<file path="src/rtl/ansi_sgr_attribute_parser_defines.svh">
// Assertion macros for the ANSI SGR attribute parser.
// No dependencies; included by files that carry concurrent assertions.
`ifndef ANSI_SGR_ATTRIBUTE_PARSER_DEFINES_SVH
`define ANSI_SGR_ATTRIBUTE_PARSER_DEFINES_SVH

`ifndef ASSERT_OFF

`define ASGR_ASSERT_IMP(lbl, clk, rst_n, ante, cons, msg) \
    lbl: assert property (@(posedge clk) disable iff (!(rst_n)) (ante) |-> (cons)) \
        else $error(msg);

`define ASGR_ASSERT_NXT(lbl, clk, rst_n, ante, cons, msg) \
    lbl: assert property (@(posedge clk) disable iff (!(rst_n)) (ante) |=> (cons)) \
        else $error(msg);

`else

`define ASGR_ASSERT_IMP(lbl, clk, rst_n, ante, cons, msg)
`define ASGR_ASSERT_NXT(lbl, clk, rst_n, ante, cons, msg)

`endif

`endif

</file>
<file path="src/rtl/asgr_pkg.sv">
// Package for the ANSI SGR attribute parser: byte codes, parser state
// and code decode types. No dependencies.
package asgr_pkg;

    localparam logic [7:0]  C_ESC       = 8'h1B;
    localparam logic [7:0]  C_LBRACK    = 8'h5B;
    localparam logic [7:0]  C_SEMI      = 8'h3B;
    localparam logic [7:0]  C_CHAR_M    = 8'h6D;
    localparam logic [7:0]  C_DIGIT_0   = 8'h30;
    localparam logic [7:0]  C_DIGIT_9   = 8'h39;
    localparam logic [11:0] C_VALUE_MAX = 12'd4095;
    localparam logic [1:0]  C_LEN_MAX   = 2'd3;

    typedef struct packed {
        logic        esc_open;
        logic        bracket_pending;
        logic [6:0]  active_style;
        logic [8:0]  active_color;
        logic [6:0]  building_style;
        logic [8:0]  building_color;
        logic        ext_next;
        logic        prev_38;
        logic [11:0] code_value;
        logic [1:0]  code_length;
        logic        digits_only;
    } t_parse_state;

    localparam t_parse_state C_STATE_RESET = '{
        esc_open:        1'b0,
        bracket_pending: 1'b0,
        active_style:    7'd0,
        active_color:    9'd0,
        building_style:  7'd0,
        building_color:  9'd0,
        ext_next:        1'b0,
        prev_38:         1'b0,
        code_value:      12'd0,
        code_length:     2'd0,
        digits_only:     1'b1
    };

    typedef struct packed {
        logic [11:0] code_value;
        logic [1:0]  code_length;
        logic        digits_only;
        logic        ext_next;
        logic        prev_38;
        logic [6:0]  style;
        logic [8:0]  color;
    } t_code_ctx;

    typedef struct packed {
        logic [6:0] style;
        logic [8:0] color;
        logic       ext_next;
        logic       prev_38;
    } t_code_res;

endpackage

</file>
<file path="src/rtl/asgr_if.sv">
// Channel interfaces of the ANSI SGR attribute parser: text byte in,
// attributed character word out. No dependencies.
interface asgr_in_if;
    logic       valid;
    logic       ready;
    logic [7:0] data_byte;
    logic       end_of_text;

    modport source (output valid, output data_byte, output end_of_text, input ready);
    modport sink   (input valid, input data_byte, input end_of_text, output ready);
endinterface

interface asgr_out_if;
    logic       valid;
    logic       ready;
    logic [7:0] char_byte;
    logic [6:0] style_bits;
    logic [8:0] color_id;

    modport source (output valid, output char_byte, output style_bits, output color_id,
                    input ready);
    modport sink   (input valid, input char_byte, input style_bits, input color_id,
                    output ready);
endinterface

</file>
<file path="src/rtl/asgr_code_decode.sv">
// Decode of one finished SGR code into the attributes being built.
// Depends on asgr_pkg.
module asgr_code_decode (
    input  asgr_pkg::t_code_ctx i_ctx,
    output asgr_pkg::t_code_res o_res
);
    import asgr_pkg::*;

    logic [6:0] w_hit;
    logic       w_is_0;
    logic       w_is_5;
    logic       w_is_38;
    logic [7:0] w_index;

    function automatic logic text_is(input t_code_ctx c, input logic [11:0] v,
                                     input logic [1:0] len);
        return c.digits_only && (c.code_length == len) && (c.code_value == v);
    endfunction

    always_comb begin
        w_hit[0] = text_is(i_ctx, 12'd1, 2'd1);
        w_hit[1] = text_is(i_ctx, 12'd2, 2'd1);
        w_hit[2] = text_is(i_ctx, 12'd3, 2'd1);
        w_hit[3] = text_is(i_ctx, 12'd4, 2'd1);
        w_hit[4] = text_is(i_ctx, 12'd5, 2'd1);
        w_hit[5] = text_is(i_ctx, 12'd7, 2'd1);
        w_hit[6] = text_is(i_ctx, 12'd8, 2'd1);
        w_is_0   = text_is(i_ctx, 12'd0, 2'd1);
        w_is_5   = w_hit[4];
        w_is_38  = text_is(i_ctx, 12'd38, 2'd2);
        w_index  = (i_ctx.code_value > 12'd255) ? 8'hFF : i_ctx.code_value[7:0];
    end

    always_comb begin
        o_res.style    = i_ctx.style;
        o_res.color    = i_ctx.color;
        o_res.ext_next = 1'b0;
        o_res.prev_38  = 1'b0;
        if (i_ctx.ext_next) begin
            o_res.color = {1'b0, w_index} + 9'd1;
        end else begin
            if (i_ctx.prev_38 && w_is_5) begin
                o_res.ext_next = 1'b1;
            end else if (|w_hit) begin
                // at most one text code matches
                o_res.style = i_ctx.style | w_hit;
            end else if (i_ctx.code_value >= 12'd30 && i_ctx.code_value <= 12'd37) begin
                o_res.color = 9'(i_ctx.code_value - 12'd29);
            end else if (i_ctx.code_value >= 12'd90 && i_ctx.code_value <= 12'd97) begin
                o_res.color = 9'(i_ctx.code_value - 12'd81);
            end else if (w_is_0) begin
                o_res.style = 7'd0;
                o_res.color = 9'd0;
            end
            o_res.prev_38 = w_is_38;
        end
    end

endmodule

</file>
<file path="src/rtl/asgr_parse_core.sv">
// Parser state registers and per-byte next-state logic.
// Depends on asgr_pkg and asgr_code_decode.
module asgr_parse_core (
    input  logic       i_clk,
    input  logic       i_rst_n,
    input  logic       i_adv,
    input  logic [7:0] i_byte,
    input  logic       i_last,
    output logic       o_emit,
    output logic [6:0] o_style,
    output logic [8:0] o_color
);
    import asgr_pkg::*;

    t_parse_state r_st;
    t_parse_state n_st;
    t_code_ctx    w_ctx;
    t_code_res    w_res;
    logic         w_digit;
    logic [15:0]  w_mul;

    assign w_ctx = '{
        code_value:  r_st.code_value,
        code_length: r_st.code_length,
        digits_only: r_st.digits_only,
        ext_next:    r_st.ext_next,
        prev_38:     r_st.prev_38,
        style:       r_st.building_style,
        color:       r_st.building_color
    };

    asgr_code_decode u_decode (
        .i_ctx (w_ctx),
        .o_res (w_res)
    );

    assign w_digit = (i_byte >= C_DIGIT_0) && (i_byte <= C_DIGIT_9);
    // value * 10 + digit
    assign w_mul   = {1'b0, r_st.code_value, 3'b000} + {3'b000, r_st.code_value, 1'b0}
                   + {12'd0, 4'(i_byte - C_DIGIT_0)};

    always_comb begin
        n_st   = r_st;
        o_emit = 1'b0;
        if (r_st.bracket_pending && i_byte == C_LBRACK) begin
            n_st.bracket_pending = 1'b0;
        end else begin
            n_st.bracket_pending = 1'b0;
            if (i_byte == C_ESC) begin
                n_st.esc_open        = 1'b1;
                n_st.bracket_pending = 1'b1;
            end else if (r_st.esc_open) begin
                if (i_byte == C_CHAR_M) begin
                    n_st.active_style   = w_res.style;
                    n_st.active_color   = w_res.color;
                    n_st.building_style = 7'd0;
                    n_st.building_color = 9'd0;
                    n_st.ext_next       = 1'b0;
                    n_st.prev_38        = 1'b0;
                    n_st.esc_open       = 1'b0;
                    n_st.code_value     = 12'd0;
                    n_st.code_length    = 2'd0;
                    n_st.digits_only    = 1'b1;
                end else if (i_byte == C_SEMI) begin
                    n_st.building_style = w_res.style;
                    n_st.building_color = w_res.color;
                    n_st.ext_next       = w_res.ext_next;
                    n_st.prev_38        = w_res.prev_38;
                    n_st.code_value     = 12'd0;
                    n_st.code_length    = 2'd0;
                    n_st.digits_only    = 1'b1;
                end else begin
                    if (r_st.code_length != C_LEN_MAX) begin
                        n_st.code_length = r_st.code_length + 2'd1;
                    end
                    if (r_st.digits_only && w_digit) begin
                        n_st.code_value = (w_mul > {4'd0, C_VALUE_MAX}) ? C_VALUE_MAX
                                                                         : w_mul[11:0];
                    end else begin
                        n_st.digits_only = 1'b0;
                    end
                end
            end else begin
                o_emit = 1'b1;
            end
        end
        if (i_last) begin
            n_st = C_STATE_RESET;
        end
    end

    always_ff @(posedge i_clk) begin
        if (!i_rst_n) begin
            r_st <= C_STATE_RESET;
        end else if (i_adv) begin
            r_st <= n_st;
        end
    end

    assign o_style = r_st.active_style;
    assign o_color = r_st.active_color;

endmodule

</file>
<file path="src/rtl/ansi_sgr_attribute_parser.sv">
// Top level of the ANSI SGR attribute parser: input word register, parse
// core and output word register. Depends on asgr_pkg, asgr_if, asgr_parse_core
// and ansi_sgr_attribute_parser_defines.svh.
//
// Usage:
//   i_in carries text bytes (data_byte) with end_of_text on the last one.
//   o_out carries one word per plain byte: char_byte with the style_bits and
//   color_id active when that byte was parsed. ESC, a '[' right after ESC,
//   escape sequence bytes and the closing 'm' give no output word.
//   Both channels move a word at a clock edge where valid and ready are high.
//   Path: a word taken into the input register is parsed when it advances out of
//   it, and o_out.valid is high once that parse has loaded the output register.
//   Throughput: one byte per clock unless a result byte waits on o_out; a single
//   pass of logic from the input register feeds the output register and state.
//   Stall: the output register frees in the cycle o_out.ready is high, so a
//   new word is taken while the last result waits. If o_out is stalled and
//   the held byte would give a result, that byte waits and i_in.ready drops.
//   Bytes that give no result pass even while o_out is stalled.
//   Reset (i_rst_n low, synchronous): both registers empty, attributes normal,
//   no sequence open. end_of_text returns the same state after its byte.
module ansi_sgr_attribute_parser (
    input logic        i_clk,
    input logic        i_rst_n,
    asgr_in_if.sink    i_in,
    asgr_out_if.source o_out
);
    import asgr_pkg::*;

`include "ansi_sgr_attribute_parser_defines.svh"

    logic       r_in_valid;
    logic [7:0] r_in_byte;
    logic       r_in_last;
    logic       r_out_valid;
    logic [7:0] r_out_char;
    logic [6:0] r_out_style;
    logic [8:0] r_out_color;
    logic       w_adv;
    logic       w_emit;
    logic       w_in_take;
    logic [6:0] w_style;
    logic [8:0] w_color;

    asgr_parse_core u_core (
        .i_clk   (i_clk),
        .i_rst_n (i_rst_n),
        .i_adv   (w_adv),
        .i_byte  (r_in_byte),
        .i_last  (r_in_last),
        .o_emit  (w_emit),
        .o_style (w_style),
        .o_color (w_color)
    );

    assign w_adv     = r_in_valid && (!w_emit || !r_out_valid || o_out.ready);
    assign i_in.ready = !r_in_valid || w_adv;
    assign w_in_take = i_in.valid && i_in.ready;

    always_ff @(posedge i_clk) begin
        if (!i_rst_n) begin
            r_in_valid <= 1'b0;
        end else if (w_in_take) begin
            r_in_valid <= 1'b1;
        end else if (w_adv) begin
            r_in_valid <= 1'b0;
        end
    end

    always_ff @(posedge i_clk) begin
        if (w_in_take) begin
            r_in_byte <= i_in.data_byte;
            r_in_last <= i_in.end_of_text;
        end
    end

    always_ff @(posedge i_clk) begin
        if (!i_rst_n) begin
            r_out_valid <= 1'b0;
        end else if (w_adv && w_emit) begin
            r_out_valid <= 1'b1;
        end else if (o_out.ready) begin
            r_out_valid <= 1'b0;
        end
    end

    always_ff @(posedge i_clk) begin
        if (w_adv && w_emit) begin
            r_out_char  <= r_in_byte;
            r_out_style <= w_style;
            r_out_color <= w_color;
        end
    end

    assign o_out.valid      = r_out_valid;
    assign o_out.char_byte  = r_out_char;
    assign o_out.style_bits = r_out_style;
    assign o_out.color_id   = r_out_color;

    `ASGR_ASSERT_NXT(a_held_word, i_clk, i_rst_n, r_in_valid && !w_adv,
        r_in_valid && $stable(r_in_byte), "stalled input word lost")
    `ASGR_ASSERT_NXT(a_emit_loads, i_clk, i_rst_n, w_adv && w_emit,
        r_out_valid, "parsed plain byte not presented")
    `ASGR_ASSERT_IMP(a_no_esc_out, i_clk, i_rst_n, o_out.valid,
        o_out.char_byte != C_ESC, "escape byte emitted as text")
    `ASGR_ASSERT_IMP(a_color_range, i_clk, i_rst_n, o_out.valid,
        o_out.color_id <= 9'd256, "color id out of range")

endmodule
</file>
<file path="src/flat_wrapper.sv">
// flat-port wrapper written by rule: the top's interface ports become plain ports
module ansi_sgr_attribute_parser_flat import asgr_pkg::*;
  (i_clk, i_rst_n, i_in_valid, i_in_data_byte, i_in_end_of_text, i_in_ready, o_out_valid, o_out_char_byte, o_out_style_bits, o_out_color_id, o_out_ready);
  asgr_in_if i_in_i ();
  asgr_out_if o_out_i ();
  input logic i_clk;
  input logic i_rst_n;
  input wire logic [$bits(i_in_i.valid)-1:0] i_in_valid;
  input wire logic [$bits(i_in_i.data_byte)-1:0] i_in_data_byte;
  input wire logic [$bits(i_in_i.end_of_text)-1:0] i_in_end_of_text;
  output wire logic [$bits(i_in_i.ready)-1:0] i_in_ready;
  output wire logic [$bits(o_out_i.valid)-1:0] o_out_valid;
  output wire logic [$bits(o_out_i.char_byte)-1:0] o_out_char_byte;
  output wire logic [$bits(o_out_i.style_bits)-1:0] o_out_style_bits;
  output wire logic [$bits(o_out_i.color_id)-1:0] o_out_color_id;
  input wire logic [$bits(o_out_i.ready)-1:0] o_out_ready;
  assign i_in_i.valid = i_in_valid;
  assign i_in_i.data_byte = i_in_data_byte;
  assign i_in_i.end_of_text = i_in_end_of_text;
  assign i_in_ready = i_in_i.ready;
  assign o_out_valid = o_out_i.valid;
  assign o_out_char_byte = o_out_i.char_byte;
  assign o_out_style_bits = o_out_i.style_bits;
  assign o_out_color_id = o_out_i.color_id;
  assign o_out_i.ready = o_out_ready;
  ansi_sgr_attribute_parser u_core (.i_clk(i_clk), .i_rst_n(i_rst_n), .i_in(i_in_i), .o_out(o_out_i));
endmodule
</file>
<file path="config.mk">
export PLATFORM = sky130hd
export DESIGN_NAME = ansi_sgr_attribute_parser_flat
export DESIGN_NICKNAME = d
export VERILOG_FILES = /design/src/rtl/asgr_pkg.sv /design/src/rtl/asgr_if.sv /design/src/rtl/asgr_code_decode.sv /design/src/rtl/asgr_parse_core.sv /design/src/rtl/ansi_sgr_attribute_parser.sv /design/src/flat_wrapper.sv
export VERILOG_INCLUDE_DIRS = /design/src /design/src/rtl
export SDC_FILE = /design/constraint.sdc
export NUM_CORES = 1
export LEC_CHECK = 0
export BUFFER_PORTS_ARGS = -buffer_cell sky130_fd_sc_hd__clkbuf_2
export CORE_MARGIN = 5
export CORE_UTILIZATION = 55
export DETAILED_ROUTE_END_ITERATION = 16
export GPL_TIMING_DRIVEN = 0
export PLACE_DENSITY = 0.72
export SLEW_MARGIN = 20
export SYNTH_ARGS = -nofsm -noshare
export SYNTH_HDL_FRONTEND = slang
export SYNTH_SLANG_ARGS = --single-unit
</file>
<file path="constraint.sdc">
create_clock -name i_clk -period 4.1 [get_ports i_clk]
set_input_delay 0.615 -clock i_clk [delete_from_list [all_inputs] [get_ports i_clk]]
set_output_delay 0.615 -clock i_clk [all_outputs]
set_load 0.1 [all_outputs]
</file>
### Yosys cells after proc, flatten, opt, wreduce, memory -nomap -nowiden

Index checks and enable logic that the tools add are counted.

| storage, ports and cells | value |
|---|---|
| flip-flop bits (word level) | 86 |
| bits in latches | 0 |
| memory bits (writable) | 0 |
| ROM bits | 0 |
| bits of input ports | 13 |
| output and inout bits | 26 |
| memories | 0 |

| operators by class | value |
|---|---|
| add/sub/neg operators | 7 |
| multiply operators | 0 |
| div/mod/pow operators | 0 |
| order comparisons | 8 |
| equality and inequality tests | 18 |
| shift operators | 0 |
| mux-type cells | 38 |
| bitwise operators | 1 |
| reduce and logical (&&, ||, !) cells | 41 |

Operator list:

| kind | count |
|---|---|
| $mux W49 | 3 |
| $mux W51 | 1 |
| $mux W16 | 3 |
| $eq A12 B3 Y1 const B | 3 |
| $mux W9 | 4 |
| $mux W33 | 1 |
| $mux W7 | 4 |
| $reduce_and A5 Y1 | 5 |
| $eq A12 B2 Y1 const B | 2 |
| $mux W12 | 2 |
| $logic_and A1 B1 Y1 | 20 |
| $mux W18 | 1 |
| $add A15 B13 Y16 | 1 |
| $add A16 B4 Y16 | 1 |
| $eq A8 B7 Y1 const B | 2 |
| $gt A16 B12 Y1 const B | 1 |
| $mux W1 | 15 |
| $mux W15 | 1 |
| $eq A12 B1 Y1 const B | 1 |
| $eq A12 B4 Y1 const B | 1 |
| $eq A12 B6 Y1 const B | 1 |
| $ge A12 B5 Y1 const B | 1 |
| $ge A12 B7 Y1 const B | 1 |
| $gt A12 B8 Y1 const B | 1 |
| 27 further kinds | 37 |

### Longest topological paths before layout

| logic depth | value |
|---|---|
| depth in word-level cells | 15 |
| gate-level depth with buffers | 13 |

### Hierarchy

A second synthesis with hierarchy kept.

| unflattened totals | value |
|---|---|
| cell total of the unflattened synthesis | 561 |
| area, all modules | 5,126.2 um^2 |

By module, submodules not included:

| module | instances | cells each | area an instance (um^2) | seq. area each (um^2) |
|---|---|---|---|---|
| asgr_parse_core | 1 | 358 | 3,046.7 | 1,021.0 |
| ansi_sgr_attribute_parser | 1 | 45 | 1,108.6 | 1,031.0 |
| asgr_code_decode | 1 | 158 | 970.9 | 0.0 |

### Least setup slack after synthesis

No wires, ideal clock.

| path | value |
|---|---|
| path type | register to register |
| start | reg u_core.u_core.r_st[5] (netlist bit) |
| end | reg u_core.u_core.r_st[7] (netlist bit) |
| arrival | 3,083 ps |
| data required time | 4,029 ps |
| setup slack | 946 ps |
| cell stages (with the launch flop) | 13 |
| cell sequence | dfxtp_1 -> clkbuf_1 -> inv_1 -> fa_1 -> fa_1 -> nor2b_1 -> o2111ai_1 -> a21boi_0 -> o211ai_1 -> o2111ai_1 -> clkbuf_1 -> o21ai_0 -> a21oi_1 |

| on the way | value |
|---|---|
| word-level cells in the longest chain between the ends | 11 |

Ends and longest elaborated chain:

| what | RTL line | text |
|---|---|---|
| from (decl) | asgr_parse_core.sv:15 | `t_parse_state r_st;` |
| from (signal assigned) | asgr_parse_core.sv:96 | `r_st <= n_st;` |
| $add A15 B13 Y16 * | asgr_parse_core.sv:39 | `assign w_mul = {1'b0, r_st.code_value, 3'b000} + {3'b000, r_st.code_value, 1'b0}` |
| $add A16 B4 Y16 * | asgr_parse_core.sv:40 | `+ {12'd0, 4'(i_byte - C_DIGIT_0)};` |
| $gt A16 B12 Y1 | asgr_parse_core.sv:77 | `n_st.code_value = (w_mul > {4'd0, C_VALUE_MAX}) ? C_VALUE_MAX` |
| $mux W12 * | asgr_parse_core.sv:77 |  |
| $mux W12 * | asgr_parse_core.sv:76 | `if (r_st.digits_only && w_digit) begin` |
| $mux W15 * | asgr_parse_core.sv:64 | `end else if (i_byte == C_SEMI) begin` |
| $mux W33 * | asgr_parse_core.sv:53 | `if (i_byte == C_CHAR_M) begin` |
| $mux W49 * | asgr_parse_core.sv:52 | `end else if (r_st.esc_open) begin` |
| $mux W49 * | asgr_parse_core.sv:49 | `if (i_byte == C_ESC) begin` |
| $mux W49 * | asgr_parse_core.sv:45 | `if (r_st.bracket_pending && i_byte == C_LBRACK) begin` |
| $mux W51 * | asgr_parse_core.sv:87 | `if (i_last) begin` |

Every way passes the cells marked *; elsewhere a longest branch is shown, timed or not. The select of a mux whose other input is x is not followed.
A chain may end at the register's enable or synchronous reset.

### Final worst setup path

| path | value |
|---|---|
| start | reg u_core.u_core.r_st[3] (netlist bit) |
| end | reg u_core.u_core.r_st[9] (netlist bit) |

The elaborated chain is that of the path after synthesis.

==> results.cfg <==
[power]
peakVddDrop_mv = 0.230
leakagePower_nw = 2.18
p_total_mw = 1.66
p_per_area_nw_per_um2 = 316

[worst_hold_path]
hold_end = u_core.r_in_byte[6]
min_from = i_in_data_byte[6]
worstHoldPathType = in -> reg
hold_path_depth = 1

[sta]
clock_skew_ns = 0.0238
rsz0062_at_grt = false
post-route-period-util_pct = 92.2
finalCriticalPeriod_ns = 3.78
setup_tns_ns = 0
postLayoutSetupSlackWorst_ns = 0.319
fin_hold_ws_ns = 0.410
slew_viol_final = 0
slew_headroom_pct = 36.3
setup_viol = 0
timing.fmax_mhz = 264
finalHoldViolations = 0
worstMarginPinSlew_ns = 0.947

[setup_path]
setup.worst_path.start_class = flop
worst_ep_required_time_ns = 4.39
cpPeakStageDelay_ns = 0.57
cp_max_fo = 10
critPathCaptureType = flop
worstPathCellList = clkbuf_1, inv_1, fa_1, fa_1, nor2b_1, o2111ai_1, a21boi_0, o211ai_1, o2111ai_1, clkbuf_1, o21ai_0, a21oi_1
reg2regPathDepth = 12
path_class = reg -> reg
cpMaxStageDelayCell = fa_1
timing.rr.start = u_core.u_core.r_st[3]
r2r_end = u_core.u_core.r_st[9]
cp.arrival_ns = 4.07
worst-r2r-setup-slack_ns = 0.32

[global_routing]
grt_pass1_vias = 3793
overflow = 0
antenna_found_initial = 0
grt_max_degree = 25
grtUsageTotal_pct = 21.3
grt_pass1_wl_um = 17900

[clocking]
clk_pin_slew_ns = 0.11
cts.sinks = 86
root_buffer = clkbuf_8
hold_buffers = 0
cts_buffers = 9
cts_tree = built
clk-insertion-delay-late_ns = 0.37
cts_setup_buffers = 0
cts.path.max_buffers = 2
cts_max_level = 3

[logic_synthesis]
synth_area_leaders = dfxtp_1, edfxtp_1, ha_1, a21oi_1, o21ai_0
ys_seq_elements = 86
synth-edff-count = 33
syn_inst = 493
ys_warn_count = 0
yosysTopAreaCellShare_pct = 22.5
dominantRegCellSynth = dfxtp_1
avgSynthCellArea_um2 = 9.56
yosysUniqueCellTypes = 71
synthArstFlopShare_pct = 0
syn_area_um2 = 4710
yosys.area.top_type = dfxtp_1
synth-seq-area-share_pct = 43.6
syn-num-nets = 540

[detailed_routing]
vias = 3899
viasPerCell = 5.98
postRouteAntennaNets = 0
wl_per_cell_um = 16.5
wl_um = 10800
drt_iter0_markers = 195
drc = 0
dr.pass1.iters = 5

[die]
fp.coreArea_um2 = 8300
ios = 39
die_h_um = 103
chipWidth_um = 103
rows = 33
initial_core_util_pct = 56.8
dieArea_um2 = 10500

[final_layout]
drive_above_1_share_pct = 15.0
post-route-util_pct = 63.1
fillers = 716
seq_area_um2 = 2050
antenna_cells = 0
multiInputGateArea_um2 = 2460
final_nets = 589
area_growth_pct = 11.1

[placement]
portBuffers = 38
place_ws_ns = 0.302
gp_congestion = 0.902
dpl.hpwl_um = 8240

[flow_run]
maxCapViolCount = 0

[outcome]
status = finished clean
[final cells by class]
type	instances	share of cell area, %
multi-input cells	361	47.0
flip-flops and latches	86	39.2
repair buffers	38	3.63
clock buffers	11	2.92
well taps	105	2.51
plain buffers	21	2.13
inverters	25	1.79
clock inverters	5	0.765
[critical path: cells and delay by family, from the launching register on]
kind,cells,cell delay [ns]
buffers and inverters,3,1.01
adders and majority gates,2,1.06
AOI/OAI and AO/OA,6,1.08
and+or+nand+nor,1,0.16
DFF,1,0.39
[metal layers]
layer | vias up | GRT usage (%) | part of all wire [%]
li1 | 1925 | - | -
met5 | - | 0 | 0
met4 | 0 | 5.95 | 1.7
met1 | 1848 | 27.7 | 46
met2 | 105 | 35.5 | 47
met3 | 21 | 5.28 | 5.8
[cell families (layout without fill, tap and decap cells)]
family	Yosys count	in the layout	share of synthesized area (%)
AND/OR/NAND/NOR	158	158	17.3
AO/OA/AOI/OAI	153	153	22.4
flip-flops	86	86	43.6
buffers and inverters	46	100	4.33
adder cells (fa/ha/maj)	34	34	9.35
XOR/XNOR	13	13	2.42
multiplexers	3	3	0.664
[per-stage QoR]
stage / std cells / area [µm²]
finish: 652 / 5230
global placement: 636 / 5030
detailed placement: 636 / 5040
floorplan: 493 / 4710
global route: 652 / 5230
CTS: 652 / 5230
[synth_stat cells (3+ instances only)]
master	instances
nor2_1	38
nor4_1	7
o31ai_1	10
edfxtp_1	33
nand2b_1	9
a31oi_1	8
dfxtp_1	53
nand2_1	39
inv_1	25
nor2b_1	6
and3_1	7
nor3_1	13
a21boi_0	3
xnor2_1	7
o21ai_1	8
and2_1	3
buf_6	3
a21o_1	6
a22o_1	15
or3_1	3
o22ai_1	5
a21oi_1	32
a31o_2	3
buf_2	4
ha_1	32
clkbuf_1	11
o21a_1	4
o21ai_0	30
xor2_1	6
nand3_1	13
[cells in the final DEF (no fill, tap or decap), drive strengths merged, types with 3 or more instances in the layout]
cell,n
inv,28
nor4,7
a31o,3
o21ai,38
a31oi,9
a21o,6
and2,4
o21a,4
edfxtp,33
nor2b,6
nand3,14
and3,7
xnor2,7
nor3,14
or3,3
buf,10
nand2,40
o211a,3
o31ai,12
ha,32
nor2,38
nand2b,9
or2,3
a21oi,33
a22o,15
clkbuf,60
xor2,6
o22ai,5
dfxtp,53
a21boi,3
[flip-flops by register name, summed over array words and instances (netlist names)]
signal,flops
u_core.u_core.o_style,7
u_core.o_out.valid,1
u_core.o_out.char_byte,8
u_core.u_core.o_color,9
u_core.r_in_valid,1
u_core.u_core.r_st,35
u_core.r_in_byte,8
u_core.o_out.color_id,9
u_core.o_out.style_bits,7
u_core.r_in_last,1
[how the worst max path moves through the flow]
stage	startpoint	to
finish	u_core.u_core.r_st[3]	u_core.u_core.r_st[9]
CTS	u_core.u_core.r_st[5]	u_core.u_core.r_st[9]
floorplan	u_core.u_core.r_st[5]	u_core.u_core.r_st[7]
detailed placement	u_core.u_core.r_st[5]	u_core.u_core.r_st[9]
global route	u_core.u_core.r_st[3]	u_core.u_core.r_st[7]
global placement	u_core.u_core.r_st[5]	u_core.u_core.r_st[7]
[repair_timing]
action,in CTS,in global routing
endpoints found under the setup margin,0,11
endpoints found under the hold margin,0,0
resized for setup,0,2
[power by group]
group / internal, mW / switching [mW]
Clock: 0.265 / 0.327
Sequential: 0.904 / 0.0110
Combinational: 0.0296 / 0.121
Power figures use the tool's default switching activity.
